### config.mk
export PLATFORM = sky130hd
export DESIGN_NAME = lfu_page_replacement
export DESIGN_NICKNAME = d
export VERILOG_FILES = /design/src/hw/rtl/lfu_pkg.sv /design/src/hw/rtl/lfu_page_replacement.sv
export SDC_FILE = /design/constraint.sdc
export NUM_CORES = 1
export LEC_CHECK = 0
export ABC_CLOCK_PERIOD_IN_PS = 7550
export BUFFER_PORTS_ARGS = -buffer_cell sky130_fd_sc_hd__buf_2
export CAP_MARGIN = 20
export CORE_AREA = 4 4 320 322
export DETAILED_ROUTE_END_ITERATION = 8
export DIE_AREA = 0 0 324 326
export GPL_TIMING_DRIVEN = 0
export HOLD_SLACK_MARGIN = 0.06
export PLACE_DENSITY = 0.55
export RECOVER_POWER = 25
export SETUP_SLACK_MARGIN = 0.05
export SYNTH_ARGS = -nofsm -noshare
export SYNTH_HDL_FRONTEND = slang
export SYNTH_SLANG_ARGS = --single-unit
### constraint.sdc
create_clock -name clk -period 7.55 [get_ports clk]
set_input_delay 0.755 -clock clk [delete_from_list [all_inputs] [get_ports clk]]
set_output_delay 0.755 -clock clk [all_outputs]
set_load 0.1 [all_outputs]
### src/hw/rtl/lfu_pkg.sv
// Shared constants and helpers for the LFU page replacement block.
// No dependencies; imported by lfu_page_replacement.
package lfu_pkg;

    localparam int FRAMES    = 16;
    localparam int USE_BITS  = 16;
    localparam int PAGE_W    = 32;
    localparam int FAULT_W   = 32;
    localparam int SLOT_W    = 4;
    localparam int CFG_W     = 5;

    // Frame index width and a count wide enough to hold FRAMES itself.
    localparam int IDX_W     = (FRAMES > 1) ? $clog2(FRAMES) : 1;
    localparam int CNT_W     = $clog2(FRAMES + 1);
    localparam int LIM_W     = (CNT_W > CFG_W) ? CNT_W : CFG_W;

    typedef logic [PAGE_W-1:0]   page_t;
    typedef logic [USE_BITS-1:0] uses_t;
    typedef logic [IDX_W-1:0]    idx_t;
    typedef logic [CNT_W-1:0]    cnt_t;

    localparam uses_t USE_MAX   = {USE_BITS{1'b1}};
    localparam uses_t USE_FIRST = uses_t'(1);

    // Low SLOT_W bits of a frame index, zero-extended if the index is narrower.
    function automatic logic [SLOT_W-1:0] to_slot(input idx_t idx);
        logic [IDX_W+SLOT_W-1:0] wide;
        wide = {{SLOT_W{1'b0}}, idx};
        return wide[SLOT_W-1:0];
    endfunction

endpackage

### src/hw/rtl/lfu_page_replacement.sv
// LFU page replacement engine: top level with frame store and scan sequencer.
// Depends on lfu_pkg for widths, constants and the slot helper.
//
// Usage: one page reference item enters on in_valid/in_stall with page_address.
// The block holds in_stall high while it works on an item. It scans the
// occupied frames one per cycle through a single read port, looking for a
// match and, at the same time, for the frame with the lowest use count
// (lowest index on ties). A hit ends the scan at the matching frame; a miss
// scans all occupied frames. An update step then applies the update and
// loads the result register. The result item is held in an output register,
// so a new reference can be accepted while the previous result still waits.
// If the receiver stalls and the next result is ready, the block waits in its
// update step until the register is free; nothing is lost or repeated.
// Reset (rst_n low) empties the frame set, clears the fault total and sets
// frames_in_use to 16. cfg_we writes frames_in_use; the user must write it
// only while the block is idle, as the block itself does not enforce this.
module lfu_page_replacement
(
    input  logic                       clk,
    input  logic                       rst_n,
    input  logic                       cfg_we,
    input  logic [lfu_pkg::CFG_W-1:0]  cfg_wdata,
    input  logic                       in_valid,
    output logic                       in_stall,
    input  logic [lfu_pkg::PAGE_W-1:0] page_address,
    output logic                       out_valid,
    input  logic                       out_stall,
    output logic                       hit,
    output logic                       fault,
    output logic                       evicted_valid,
    output logic [lfu_pkg::SLOT_W-1:0] slot,
    output logic [lfu_pkg::PAGE_W-1:0] evicted_page,
    output logic [lfu_pkg::FAULT_W-1:0] fault_total
);
    import lfu_pkg::*;

    localparam logic [1:0] S_IDLE   = 2'd0;
    localparam logic [1:0] S_SCAN   = 2'd1;
    localparam logic [1:0] S_UPDATE = 2'd2;

    // Frame store: one read and one write port each, read data registered.
    page_t page_mem [FRAMES];
    uses_t uses_mem [FRAMES];
    page_t page_rd_reg;
    uses_t uses_rd_reg;

    logic [1:0]          state_reg, state_next;
    logic [CFG_W-1:0]    limit_cfg_reg;
    page_t               page_reg, page_next;
    cnt_t                issue_idx_reg, issue_idx_next;
    logic                rd_vld_reg, rd_vld_next;
    idx_t                rd_idx_reg, rd_idx_next;
    logic                found_reg, found_next;
    idx_t                hit_idx_reg, hit_idx_next;
    uses_t               hit_uses_reg, hit_uses_next;
    idx_t                min_idx_reg, min_idx_next;
    uses_t               min_uses_reg, min_uses_next;
    page_t               min_page_reg, min_page_next;
    cnt_t                filled_reg, filled_next;
    logic [FAULT_W-1:0]  faults_reg, faults_next;

    logic                out_valid_reg, out_valid_next;
    logic                hit_reg, hit_next;
    logic                evicted_reg, evicted_next;
    logic [SLOT_W-1:0]   slot_reg, slot_next;
    page_t               evicted_page_reg, evicted_page_next;

    logic                rd_en;
    logic                wr_en;
    logic                wr_page_en;
    idx_t                wr_idx;
    uses_t               wr_uses;

    logic [LIM_W-1:0]    limit_eff;
    logic [LIM_W-1:0]    limit_raw;
    logic [LIM_W-1:0]    filled_ext;
    logic                out_free;

    // Effective limit: the register clamped into 1..FRAMES.
    always_comb
    begin
        limit_raw  = LIM_W'(limit_cfg_reg);
        filled_ext = LIM_W'(filled_reg);
        if (limit_raw == '0)
        begin
            limit_eff = LIM_W'(1);
        end
        else if (limit_raw > LIM_W'(FRAMES))
        begin
            limit_eff = LIM_W'(FRAMES);
        end
        else
        begin
            limit_eff = limit_raw;
        end
    end

    assign in_stall  = (state_reg != S_IDLE);
    assign out_free  = !out_valid_reg || !out_stall;

    always_comb
    begin
        state_next        = state_reg;
        page_next         = page_reg;
        issue_idx_next    = issue_idx_reg;
        rd_vld_next       = 1'b0;
        rd_idx_next       = rd_idx_reg;
        found_next        = found_reg;
        hit_idx_next      = hit_idx_reg;
        hit_uses_next     = hit_uses_reg;
        min_idx_next      = min_idx_reg;
        min_uses_next     = min_uses_reg;
        min_page_next     = min_page_reg;
        filled_next       = filled_reg;
        faults_next       = faults_reg;
        out_valid_next    = out_valid_reg && out_stall;
        hit_next          = hit_reg;
        evicted_next      = evicted_reg;
        slot_next         = slot_reg;
        evicted_page_next = evicted_page_reg;
        rd_en             = 1'b0;
        wr_en             = 1'b0;
        wr_page_en        = 1'b0;
        wr_idx            = hit_idx_reg;
        wr_uses           = USE_FIRST;

        unique case (state_reg)
            S_IDLE:
            begin
                if (in_valid)
                begin
                    page_next      = page_address;
                    issue_idx_next = '0;
                    found_next     = 1'b0;
                    state_next     = S_SCAN;
                end
            end

            S_SCAN:
            begin
                // Issue the next frame read while frames remain.
                if (issue_idx_reg < filled_reg)
                begin
                    rd_en          = 1'b1;
                    rd_vld_next    = 1'b1;
                    rd_idx_next    = issue_idx_reg[IDX_W-1:0];
                    issue_idx_next = issue_idx_reg + cnt_t'(1);
                end

                // Examine the frame read in the previous cycle.
                if (rd_vld_reg)
                begin
                    if (page_rd_reg == page_reg)
                    begin
                        found_next    = 1'b1;
                        hit_idx_next  = rd_idx_reg;
                        hit_uses_next = uses_rd_reg;
                        rd_vld_next   = 1'b0;
                        state_next    = S_UPDATE;
                    end
                    else if (rd_idx_reg == '0 || uses_rd_reg < min_uses_reg)
                    begin
                        min_idx_next  = rd_idx_reg;
                        min_uses_next = uses_rd_reg;
                        min_page_next = page_rd_reg;
                    end
                end
                else if (issue_idx_reg >= filled_reg)
                begin
                    state_next = S_UPDATE;
                end
            end

            S_UPDATE:
            begin
                if (out_free)
                begin
                    wr_en          = 1'b1;
                    out_valid_next = 1'b1;
                    state_next     = S_IDLE;
                    if (found_reg)
                    begin
                        wr_idx            = hit_idx_reg;
                        wr_uses           = (hit_uses_reg != USE_MAX)
                                            ? hit_uses_reg + uses_t'(1) : hit_uses_reg;
                        hit_next          = 1'b1;
                        evicted_next      = 1'b0;
                        slot_next         = to_slot(hit_idx_reg);
                        evicted_page_next = '0;
                    end
                    else
                    begin
                        wr_page_en = 1'b1;
                        wr_uses    = USE_FIRST;
                        hit_next   = 1'b0;
                        if (faults_reg != {FAULT_W{1'b1}})
                        begin
                            faults_next = faults_reg + FAULT_W'(1);
                        end
                        if (filled_ext < limit_eff)
                        begin
                            // Free frame available: fill the next one in order.
                            wr_idx            = filled_reg[IDX_W-1:0];
                            filled_next       = filled_reg + cnt_t'(1);
                            evicted_next      = 1'b0;
                            evicted_page_next = '0;
                        end
                        else
                        begin
                            // All allowed frames taken: replace the least used.
                            wr_idx            = min_idx_reg;
                            evicted_next      = 1'b1;
                            evicted_page_next = min_page_reg;
                        end
                        slot_next = to_slot(wr_idx);
                    end
                end
            end

            default:
            begin
                state_next = S_IDLE;
            end
        endcase
    end

    // Frame store ports.
    always_ff @(posedge clk)
    begin
        if (rd_en)
        begin
            page_rd_reg <= page_mem[issue_idx_reg[IDX_W-1:0]];
            uses_rd_reg <= uses_mem[issue_idx_reg[IDX_W-1:0]];
        end
        if (wr_en)
        begin
            uses_mem[wr_idx] <= wr_uses;
            if (wr_page_en)
            begin
                page_mem[wr_idx] <= page_reg;
            end
        end
    end

    // Control state.
    always_ff @(posedge clk or negedge rst_n)
    begin
        if (!rst_n)
        begin
            state_reg     <= S_IDLE;
            limit_cfg_reg <= CFG_W'(16);
            rd_vld_reg    <= 1'b0;
            filled_reg    <= '0;
            faults_reg    <= '0;
            out_valid_reg <= 1'b0;
            found_reg     <= 1'b0;
        end
        else
        begin
            state_reg     <= state_next;
            rd_vld_reg    <= rd_vld_next;
            filled_reg    <= filled_next;
            faults_reg    <= faults_next;
            out_valid_reg <= out_valid_next;
            found_reg     <= found_next;
            if (cfg_we)
            begin
                limit_cfg_reg <= cfg_wdata;
            end
        end
    end

    // Payload registers.
    always_ff @(posedge clk)
    begin
        page_reg         <= page_next;
        issue_idx_reg    <= issue_idx_next;
        rd_idx_reg       <= rd_idx_next;
        hit_idx_reg      <= hit_idx_next;
        hit_uses_reg     <= hit_uses_next;
        min_idx_reg      <= min_idx_next;
        min_uses_reg     <= min_uses_next;
        min_page_reg     <= min_page_next;
        hit_reg          <= hit_next;
        evicted_reg      <= evicted_next;
        slot_reg         <= slot_next;
        evicted_page_reg <= evicted_page_next;
    end

    assign out_valid     = out_valid_reg;
    assign hit           = hit_reg;
    assign fault         = !hit_reg;
    assign evicted_valid = evicted_reg;
    assign slot          = slot_reg;
    assign evicted_page  = evicted_page_reg;
    assign fault_total   = faults_reg;

endmodule

==> qor.yml, run 1 <==
layout:
  nNetsFinal: 2122
  largest_reg_flops: 512
  top_regs: "page_mem (512), uses_mem (256)"
  regMostFlops: "page_mem"
  finalNonFillerCells: 3442
  area_growth_pct: 17.8
  drive_gt1_share_pct: 24.8
  fin_util_pct: 46.8
floorplanning:
  die_h_um: 326
  coreArea_mm2: 0.0996
  start_util_pct: 39.7
  die_width_um: 324
  dieArea_mm2: 0.106
  rows: 116
  io-pin-count: 115
synth:
  yosys_warnings: 0
  synth.area.top_cells: "edfxtp_1, mux4_1, mux4_2"
  yosysTopAreaCell: "edfxtp_1"
  synth_cell_type_count: 62
  async_reset_ff_share_pct: 4.64
  ys.flop_type: "edfxtp_1"
  synthCells: 1768
  ys_seq_area_share_pct: 76.4
  netlist_area_mm2: 0.0396
  synth.top_cell.area_share_pct: 73.4
  avgSynthCellArea_um2: 22.4
  synth_edf_count: 967
  ys_seq_elements: 1014
  syn_nets: 1838
critical_path:
  cp_max_fo: 17
  cp.arrival_ps: 4650
  crit_type: "reg -> reg"
  reg2reg_from: "page_reg[11]$_DFFE_PP_"
  startpoint_type: "flop"
  path_buf_inv: 3
  r2r_end: "min_page_reg[14]$_DFFE_PP_"
  r2r_slack_ps: 3340
  critical_path_depth: 9
  cp_data_required_time_ps: 7990
  path_cells: "xnor2_1 > nand4_1 > nor4_1 > nand2_1 > nand3_1 > a221oi_4 > buf_16 > buf_8 > buf_8"
  crit_top_cell: "buf_8"
  crit_start: "page_reg[11]$_DFFE_PP_"
  crit_path_end_kind: "flop"
  cp_slowest_stage_delay_ps: 890
  cp_slowest_cell: "nor4_1"
  critPathCapture: "min_page_reg[14]$_DFFE_PP_"
  cp_top_family: "simple AND/OR/NAND/NOR gates"
  reg2reg_depth: 9
pwr:
  p_leak_nw: 15.6
  vdd_drop_max_v: 0.000251
  p_total_w: 0.0171
  powerDensity_mw_per_mm2: 366
drt:
  drc_errors: 0
  ant_nets: 0
  vias_per_cell: 5.43
  drt-pass1-iter-count: 5
  totalWireLength_um: 96100
  routed-via-count: 18700
  drtIter0Drc: 1624
  wl_per_cell_um: 27.9
timing:
  finalSetupTns_ps: 0
  setup_viol: 0
  rsz0062_at_grt: "no"
  clock_skew_ps: 38.3
  fmax_mhz: 237
  relSlewSlack_pct: 27.6
  maxSlewViolCount: 0
  fin_crit_sh_pct: 55.8
  hold_viol: 0
  tightest_slew_ps: 1080
  hold_ws_ps: 233
  min_period_ps: 4210
placed_design:
  dp.cells: 3235
  hpwlAfterDp_um: 62200
  gp_congestion: 0.760
  port_buffers: 114
min_path:
  hold_class: "in -> reg"
status:
  status: "finished, final reports clean"
clocking:
  cts_setup_buffers: 0
  ctsHoldBuffers: 0
  cts-root-buf: "clkbuf_16"
  cts_tree: "done"
  post_cts_resized: 0
  clkTransAtPathRegs_ps: 60
  clk_latency_ps: 700
  cts.sinks: 1014
  cts-buffers-inserted: 107
  clockBufferDepth: 3
  htreeDepth: 3
global_routing:
  grt_pass1_vias: 19400
  antenna_found_initial: 2
  grt_usage_pct: 18.3
  gr-total-overflow: 0
  grt_max_degree: 54
  grt_pass1_wl_um: 137000
job:
  max_cap_viol_count: 0
logic make-up (layout without fill, tap and decap cells):
logic type | Yosys count | count (layout) | share of synthesized area (%)
AO/OA/AOI/OAI | 54 | 54 | 0.990
XOR/XNOR | 79 | 79 | 1.75
adder cells (fa/ha/maj) | 28 | 28 | 0.885
buffers and inverters | 98 | 472 | 1.60
flip-flops | 1014 | 1014 | 76.4
multiplexers | 255 | 255 | 15.2
other | 0 | 2 | 0
AND/OR/NAND/NOR | 240 | 240 | 3.26
how the worst min path moves through the flow:
| stage | startpoint | cells past startpoint | slack [ps] | endpoint |
|---|---|---|---|---|
| after floorplan | found_reg$_DFFE_PN0P_ | 0 | 420 | hit$_DFFE_PP_ |
| after global placement | page_rd_reg[14]$_DFFE_PP_ | 0 | 460 | min_page_reg[14]$_DFFE_PP_ |
| after detailed placement | page_rd_reg[15]$_DFFE_PP_ | 0 | 460 | min_page_reg[15]$_DFFE_PP_ |
| after CTS | page_address[23] | 1 | 180 | page_reg[23]$_DFFE_PP_ |
| after global routing | page_address[29] | 1 | 190 | page_reg[29]$_DFFE_PP_ |
| final | page_address[23] | 1 | 230 | page_reg[23]$_DFFE_PP_ |
per-stage QoR:
stage,setup WS [ps],instance area (µm²)
CTS,3460,46500
global route,3340,46600
finish,3340,46600
floorplan,1740,39600
detailed placement,3470,43100
global placement,-3210,41800
layout by cell type (no fill, tap or decap), drive strengths merged, types with 11 or more instances in the layout:
| master | count |
|---|---|
| and2 | 36 |
| and3 | 12 |
| and4 | 11 |
| buf | 202 |
| clkbuf | 173 |
| clkinv | 47 |
| dfrtp | 46 |
| edfxtp | 967 |
| ha | 28 |
| inv | 35 |
| mux4 | 240 |
| nand2 | 40 |
| nand3 | 24 |
| nand4 | 27 |
| nor2 | 56 |
| nor3 | 16 |
| xnor2 | 63 |
| xor2 | 16 |
final cells by class:
| class | count | area, µm² |
|---|---|---|
| antenna | 2 | 5.00 |
| buffer | 66 | 514 |
| clock buffer | 135 | 2810 |
| clock inverter | 64 | 659 |
| fill | 8254 | 53000 |
| inverter | 32 | 125 |
| multi-input combinational | 656 | 8920 |
| sequential | 1014 | 30200 |
| tap | 1298 | 1620 |
| timing repair buffer | 175 | 1730 |
worst reg2reg max path: cells and delay by family (launching register included):
family,cells,cell delay [ps]
buffers and inverters,3,570
AND/OR/NAND/NOR,4,1860
XOR/XNOR,1,760
flip-flops,1,610
AO/OA/AOI/OAI,1,140
power by group:
part | leakage [nW] | internal, W | switching, W | total (W)
logic | 4.45 | 0.00188 | 0.00274 | 0.00462
clock network | 1.68 | 0.00296 | 0.00220 | 0.00516
registers | 9.46 | 0.00693 | 0.000365 | 0.00729
layer usage:
layer	part of all wire (%)	global-route usage, %	routed length, µm
met5	0.014	0	13
met1	41	24.5	39600
met2	50	30.6	48300
met3	5.7	3.48	5490
met4	2.8	5.25	2740
synthesized netlist by cell type, drive strengths merged, types with 11 or more instances:
| cell type | n |
|---|---|
| and2 | 36 |
| and3 | 12 |
| and4 | 11 |
| buf | 35 |
| clkbuf | 31 |
| dfrtp | 46 |
| edfxtp | 967 |
| ha | 28 |
| inv | 31 |
| mux4 | 240 |
| nand2 | 40 |
| nand3 | 24 |
| nand4 | 27 |
| nor2 | 56 |
| nor3 | 16 |
| xnor2 | 63 |
| xor2 | 16 |
Note: power is estimated with default switching activity, not from simulation.
==> run 2: changes to the inputs <==
--- a/config.mk
+++ b/config.mk
@@ -5,7 +5,7 @@
 export SDC_FILE = /design/constraint.sdc
 export NUM_CORES = 1
 export LEC_CHECK = 0
-export ABC_CLOCK_PERIOD_IN_PS = 7550
+export ABC_CLOCK_PERIOD_IN_PS = 3900
 export BUFFER_PORTS_ARGS = -buffer_cell sky130_fd_sc_hd__buf_2
 export CAP_MARGIN = 20
 export CORE_AREA = 4 4 320 322
==> constraint.sdc (replaced) <==
create_clock -name clk -period 3.9 [get_ports clk]
set_input_delay 0.39 -clock clk [delete_from_list [all_inputs] [get_ports clk]]
set_output_delay 0.39 -clock clk [all_outputs]
set_load 0.1 [all_outputs]
==> run 2 against run 1 <==
Compared with the run above: the flow now finishes with violations (capacitance limit, slew limit); hold slack got worse by 130 ps; clock skew rose by 4.3 ps; fmax rose by 13%; first-iteration DRC count rose by 22%; wire length rose by 3.5%.
==> qor.yml, run 2 (synthesis gave the netlist of run 1 again) <==
drt:
  vias_per_cell: 5.48
  wl_per_cell_um: 28.5
  drtIter0Drc: 1978
  routed-via-count: 19200
  drt-pass1-iter-count: 5
  drc_errors: 0
  totalWireLength_um: 99400
  ant_nets: 0
timing:
  rsz0062_at_grt: "yes"
  tightest_slew_ps: 1670
  relSlewSlack_pct: -11.1
  setup_viol: 0
  min_period_ps: 3730
  hold_viol: 0
  fin_crit_sh_pct: 95.6
  finalSetupTns_ps: 0
  fin_ws_ps: 173
  maxSlewViolCount: 31
  fmax_mhz: 268
  clock_skew_ps: 42.5
global_routing:
  grt_usage_pct: 18.9
  grt_pass1_wl_um: 142000
  gr-total-overflow: 0
  antenna_found_initial: 6
  grt_max_degree: 54
  grt_pass1_vias: 19700
pwr:
  vdd_drop_max_v: 0.000465
  p_leak_nw: 15.8
  powerDensity_mw_per_mm2: 696
clocking:
  cts-root-buf: "clkbuf_16"
  clkTransAtPathRegs_ps: 60
  cts.sinks: 1014
  clk_latency_ps: 680
  htreeDepth: 3
  cts_tree: "done"
  clockBufferDepth: 3
  cts-buffers-inserted: 103
placed_design:
  dp.cells: 3240
  dpl_worst_slack_ps: 102
  gp_congestion: 0.748
  placed_area_mm2: 0.0431
  port_buffers: 114
  hpwlAfterDp_um: 64200
floorplanning:
  dieArea_mm2: 0.106
  io-pin-count: 115
  die_width_um: 324
  coreArea_mm2: 0.0996
  rows: 116
  die_h_um: 326
  start_util_pct: 39.7
job:
  max_cap_viol_count: 1
status:
  violations: "capacitance limit, slew limit"
  status: "finished with violations"
layout:
  nFillCells: 8184
  regMostFlops: "page_mem"
  final_area_mm2: 0.0470
  fin_util_pct: 47.2
  nNetsFinal: 2178
  diodes: 0
  drive_gt1_share_pct: 24.7
  final_common_cell: "edfxtp_1"
  largest_reg_flops: 512
  finalNonFillerCells: 3493
  most-common-layout-cells: "edfxtp_1, mux4_2, buf_2, mux4_1, clkbuf_16"
  top_regs: "page_mem (512), uses_mem (256)"
  area_growth_pct: 18.7
critical_path:
  cp_max_fo: 15
  cp.arrival_ps: 4150
  crit_type: "reg -> reg"
  crit_path_end_kind: "flop"
  cp_data_required_time_ps: 4320
  startpoint_type: "flop"
min_path:
  hold_class: "in -> reg"
## run 2: changes by cell type in the layout (fill, tap and decap cells not counted), moves of 3 or more
cell           delta
clkbuf_8          -3
clkbuf_16         -3
buf_4            +13
dlygate4sd3_1    +43
inv_6             +4
inv_16            -3
clkinv_1          +3
## run 2: worst paths after layout
kind / from / to / slack (ps) / cells past startpoint
hold reg to reg: rd_idx_reg[2]$_DFFE_PP_ / hit_idx_reg[2]$_DFFE_PP_ / 470 / 0
setup reg to reg: limit_cfg_reg[4]$_DFFE_PN1P_ / page_mem[0][27]$_DFFE_PP_ / 170 / 12
hold / removal: cfg_we / limit_cfg_reg[0]$_DFFE_PN0P_ / 100 / 2
max in group asynchronous: rst_n / fault_total[3]$_DFFE_PN0P_ / 1430 / 3
setup / recovery: limit_cfg_reg[4]$_DFFE_PN1P_ / page_mem[0][27]$_DFFE_PP_ / 170 / 12
min in group asynchronous: rst_n / fault_total[28]$_DFFE_PN0P_ / 410 / 2
## run 2: metal layers
| layer | GRT usage, % | vias up | share of wire (%) |
|---|---|---|---|
| met3 | 2.81 | 125 | 5.5 |
| met2 | 31.4 | 650 | 50 |
| met5 | 0 | - | 0 |
| met4 | 4.30 | 0 | 1.9 |
| met1 | 26.5 | 10200 | 43 |
| li1 | - | 8142 | - |
## run 2: final cells by class
type                    instances  area, µm²  share of cell area [%]
well taps                    1298       1620                    3.46
repair buffers                235       2290                    4.89
inverters                      32        125                   0.266
clock buffers                 125       2680                    5.71
multi-input cells             656       8950                    19.1
clock inverters                67        552                    1.18
plain buffers                  66        514                    1.10
flip-flops and latches       1014      30200                    64.3
## run 2: worst max-delay path, cell delays in order, from the launching register on
cell and delay, ps:
dfstp_2 530, inv_1 80, nand2_1 80, ha_1 240, a21o_1 170, a21oi_1 180, o21a_1 170, buf_6 150
mux2_2 390, a32oi_1 820, nor2_4 220, buf_12 250, buf_16 180
## run 2: through the flow
| stage | power, W | hold WS [ps] |
|---|---|---|
| detailed placement | 0.0234 | 457 |
| finish | 0.0327 | 102 |
| global placement | 0.0231 | 452 |
| CTS | 0.0330 | 60.8 |
| global route | 0.0340 | 99.7 |
| floorplan | 0.0202 | 94.4 |
## run 2: timing repair
| action | CTS | global route |
|---|---|---|
| setup buffers | 0 | 13 |
| setup endpoints to repair | 0 | 181 |
| hold endpoints to repair | 84 | 0 |
| hold buffers | 44 | 0 |
| gates resized for setup | 0 | 5 |
## run 2: power by group
group          switching (W)  leakage (nW)  internal, W
Combinational        0.00537          4.73      0.00371
Clock                0.00413          1.57      0.00537
Sequential          0.000725          9.46       0.0134
==> run 3: changes to the inputs <==
--- a/config.mk
+++ b/config.mk
@@ -11,9 +11,10 @@
 export CORE_AREA = 4 4 320 322
 export DETAILED_ROUTE_END_ITERATION = 8
 export DIE_AREA = 0 0 324 326
+export GPL_ROUTABILITY_DRIVEN = 0
 export GPL_TIMING_DRIVEN = 0
 export HOLD_SLACK_MARGIN = 0.06
-export PLACE_DENSITY = 0.55
+export PLACE_DENSITY_LB_ADDON = 0.12
 export RECOVER_POWER = 25
 export SETUP_SLACK_MARGIN = 0.05
 export SYNTH_ARGS = -nofsm -noshare
==> run 3 against run 2 <==
Compared with the run above: the flow still finishes with violations (capacitance limit, slew limit); combinational power rose by 0.9%; clock power rose by 2%; wire length rose by 2.4%; die area did not move; global-route usage rose by 0.43 points; first-iteration DRC count fell by 8.8%; setup slack got worse by 9.3 ps; total power rose by 0.81%; critical path type unchanged; largest power group unchanged; highest routed layer unchanged.
==> qor.yml, run 3 (synthesis gave the netlist of run 1 again) <==
floorplanning:
  io-pin-count: 115
  die_h_um: 326
  dieArea_mm2: 0.106
  start_util_pct: 39.7
  coreArea_mm2: 0.0996
  die_width_um: 324
  rows: 116
clocking:
  htreeDepth: 3
  cts_tree: "done"
  cts.sinks: 1014
  cts-buffers-inserted: 106
  clk_latency_ps: 690
  clockBufferDepth: 3
  clkTransAtPathRegs_ps: 60
  cts-root-buf: "clkbuf_16"
critical_path:
  cp_data_required_time_ps: 4300
  crit_type: "reg -> reg"
  cp.arrival_ps: 4140
  cp_max_fo: 18
  startpoint_type: "flop"
  crit_path_end_kind: "flop"
timing:
  tightest_slew_ps: 1660
  setup_viol: 0
  fmax_mhz: 268
  finalSetupTns_ps: 0
  maxSlewViolCount: 30
  fin_crit_sh_pct: 95.8
  hold_viol: 0
  min_period_ps: 3740
  relSlewSlack_pct: -10.4
  rsz0062_at_grt: "yes"
  clock_skew_ps: 35.9
pwr:
  seqPwrFrac_pct: 42.8
  p_sw_w: 0.0104
  p_leak_nw: 15.8
  p_int_w: 0.0226
  p_clk_share_pct: 29.4
  p_comb_share_pct: 27.8
  powerDensity_mw_per_mm2: 702
  vdd_drop_max_v: 0.000427
  switching_share_pct: 31.4
global_routing:
  grt_pass1_vias: 19700
  grt_max_degree: 54
  grt_pass1_wl_um: 144000
  antenna_found_initial: 2
  grt_usage_pct: 19.3
  gr-total-overflow: 0
layout:
  final_common_cell: "edfxtp_1"
  finalNonFillerCells: 3499
  most-common-layout-cells: "edfxtp_1, mux4_2, buf_2, mux4_1, clkbuf_16"
  nFillCells: 8217
  seqCellArea_mm2: 0.0302
  drive_gt1_share_pct: 24.7
  diodes: 0
  nNetsFinal: 2181
  regMostFlops: "page_mem"
  top_regs: "page_mem (512), uses_mem (256)"
  largest_reg_flops: 512
  area_growth_pct: 18.6
  fin_util_pct: 47.1
  final_area_mm2: 0.0469
  multi_input_area_mm2: 0.00895
drt:
  drtIter0Drc: 1803
  routed-via-count: 19100
  wl_per_cell_um: 29.1
  totalWireLength_um: 102000
  vias_per_cell: 5.46
  ant_nets: 0
  drt-pass1-iter-count: 5
  drc_errors: 0
placed_design:
  dp.cells: 3234
  hpwlAfterDp_um: 64400
  port_buffers: 114
  placed_area_mm2: 0.0429
status:
  violations: "capacitance limit, slew limit"
  status: "finished with violations"
job:
  max_cap_viol_count: 1
min_path:
  hold_class: "in -> reg"
[run 3: cell types whose count changed in the layout (fill, tap and decap cells not counted), moves of 4 or more]
cell / change
buf_12: +9
clkbuf_16: +4
buf_16: -10
inv_6: -4
clkinv_1: -5
clkbuf_1: +7
[run 3: routing by layer]
metal	wire, µm	GRT usage (%)
met1	43300	26.6
met2	51100	32.4
met3	5000	3.17
met4	2370	4.62
met5	0	0
[run 3: final timing paths]
kind	start	end	cells past startpoint	slack [ps]
hold / removal	in_valid	state_reg[0]$_DFFE_PN0P_	3	130
hold reg to reg	found_reg$_DFFE_PN0P_	hit$_DFFE_PP_	0	450
setup / recovery	limit_cfg_reg[4]$_DFFE_PN1P_	page_mem[11][23]$_DFFE_PP_	11	160
min in group asynchronous	rst_n	limit_cfg_reg[1]$_DFFE_PN0P_	2	460
setup reg to reg	limit_cfg_reg[4]$_DFFE_PN1P_	page_mem[11][23]$_DFFE_PP_	11	160
max in group asynchronous	rst_n	fault_total[28]$_DFFE_PN0P_	3	1340
[run 3: area by class of cell]
class	count	area share [%]
Buffer	66	1.10
Clock buffer	138	6.02
Clock inverter	60	1.06
Inverter	32	0.267
Multi-Input combinational cell	656	19.1
Sequential cell	1014	64.4
Tap cell	1298	3.46
Timing Repair Buffer	235	4.68
[run 3: repair_timing]
item / CTS / global route
gates cloned: 0 / 0
endpoints found under the hold margin: 84 / 0
resized for setup: 2 / 2
pin swaps: 3 / 7
setup buffers: 4 / 14
setup endpoints to repair: 39 / 189
hold buffers: 45 / 0
[run 3: worst max-delay path, stage by stage (launching register included)]
cell and delay [ps]:
dfstp_2 530, inv_1 80, nand2_1 80, ha_1 240, a21o_1 160, a21oi_1 180, o21a_1 170, buf_6 160
mux2_4 340, a32oi_1 860, nor2_4 340, buf_12 280
[run 3: power groups by stage]
stage               clock network (W)  logic, W  registers, W
detailed placement                  0   0.00920        0.0144
global route                   0.0104   0.00967        0.0142
global placement                    0   0.00885        0.0144
CTS                           0.00992   0.00929        0.0141
floorplan                           0   0.00512        0.0150
finish                        0.00969   0.00916        0.0141
[run 3: metrics by stage]
step	power, W	hold WS, ps	setup slack, ps
floorplan	0.0202	94.4	-47.6
global placement	0.0232	428	-2490
detailed placement	0.0236	452	1.42
CTS	0.0333	103	49.1
global route	0.0343	149	15.0
finish	0.0330	134	164
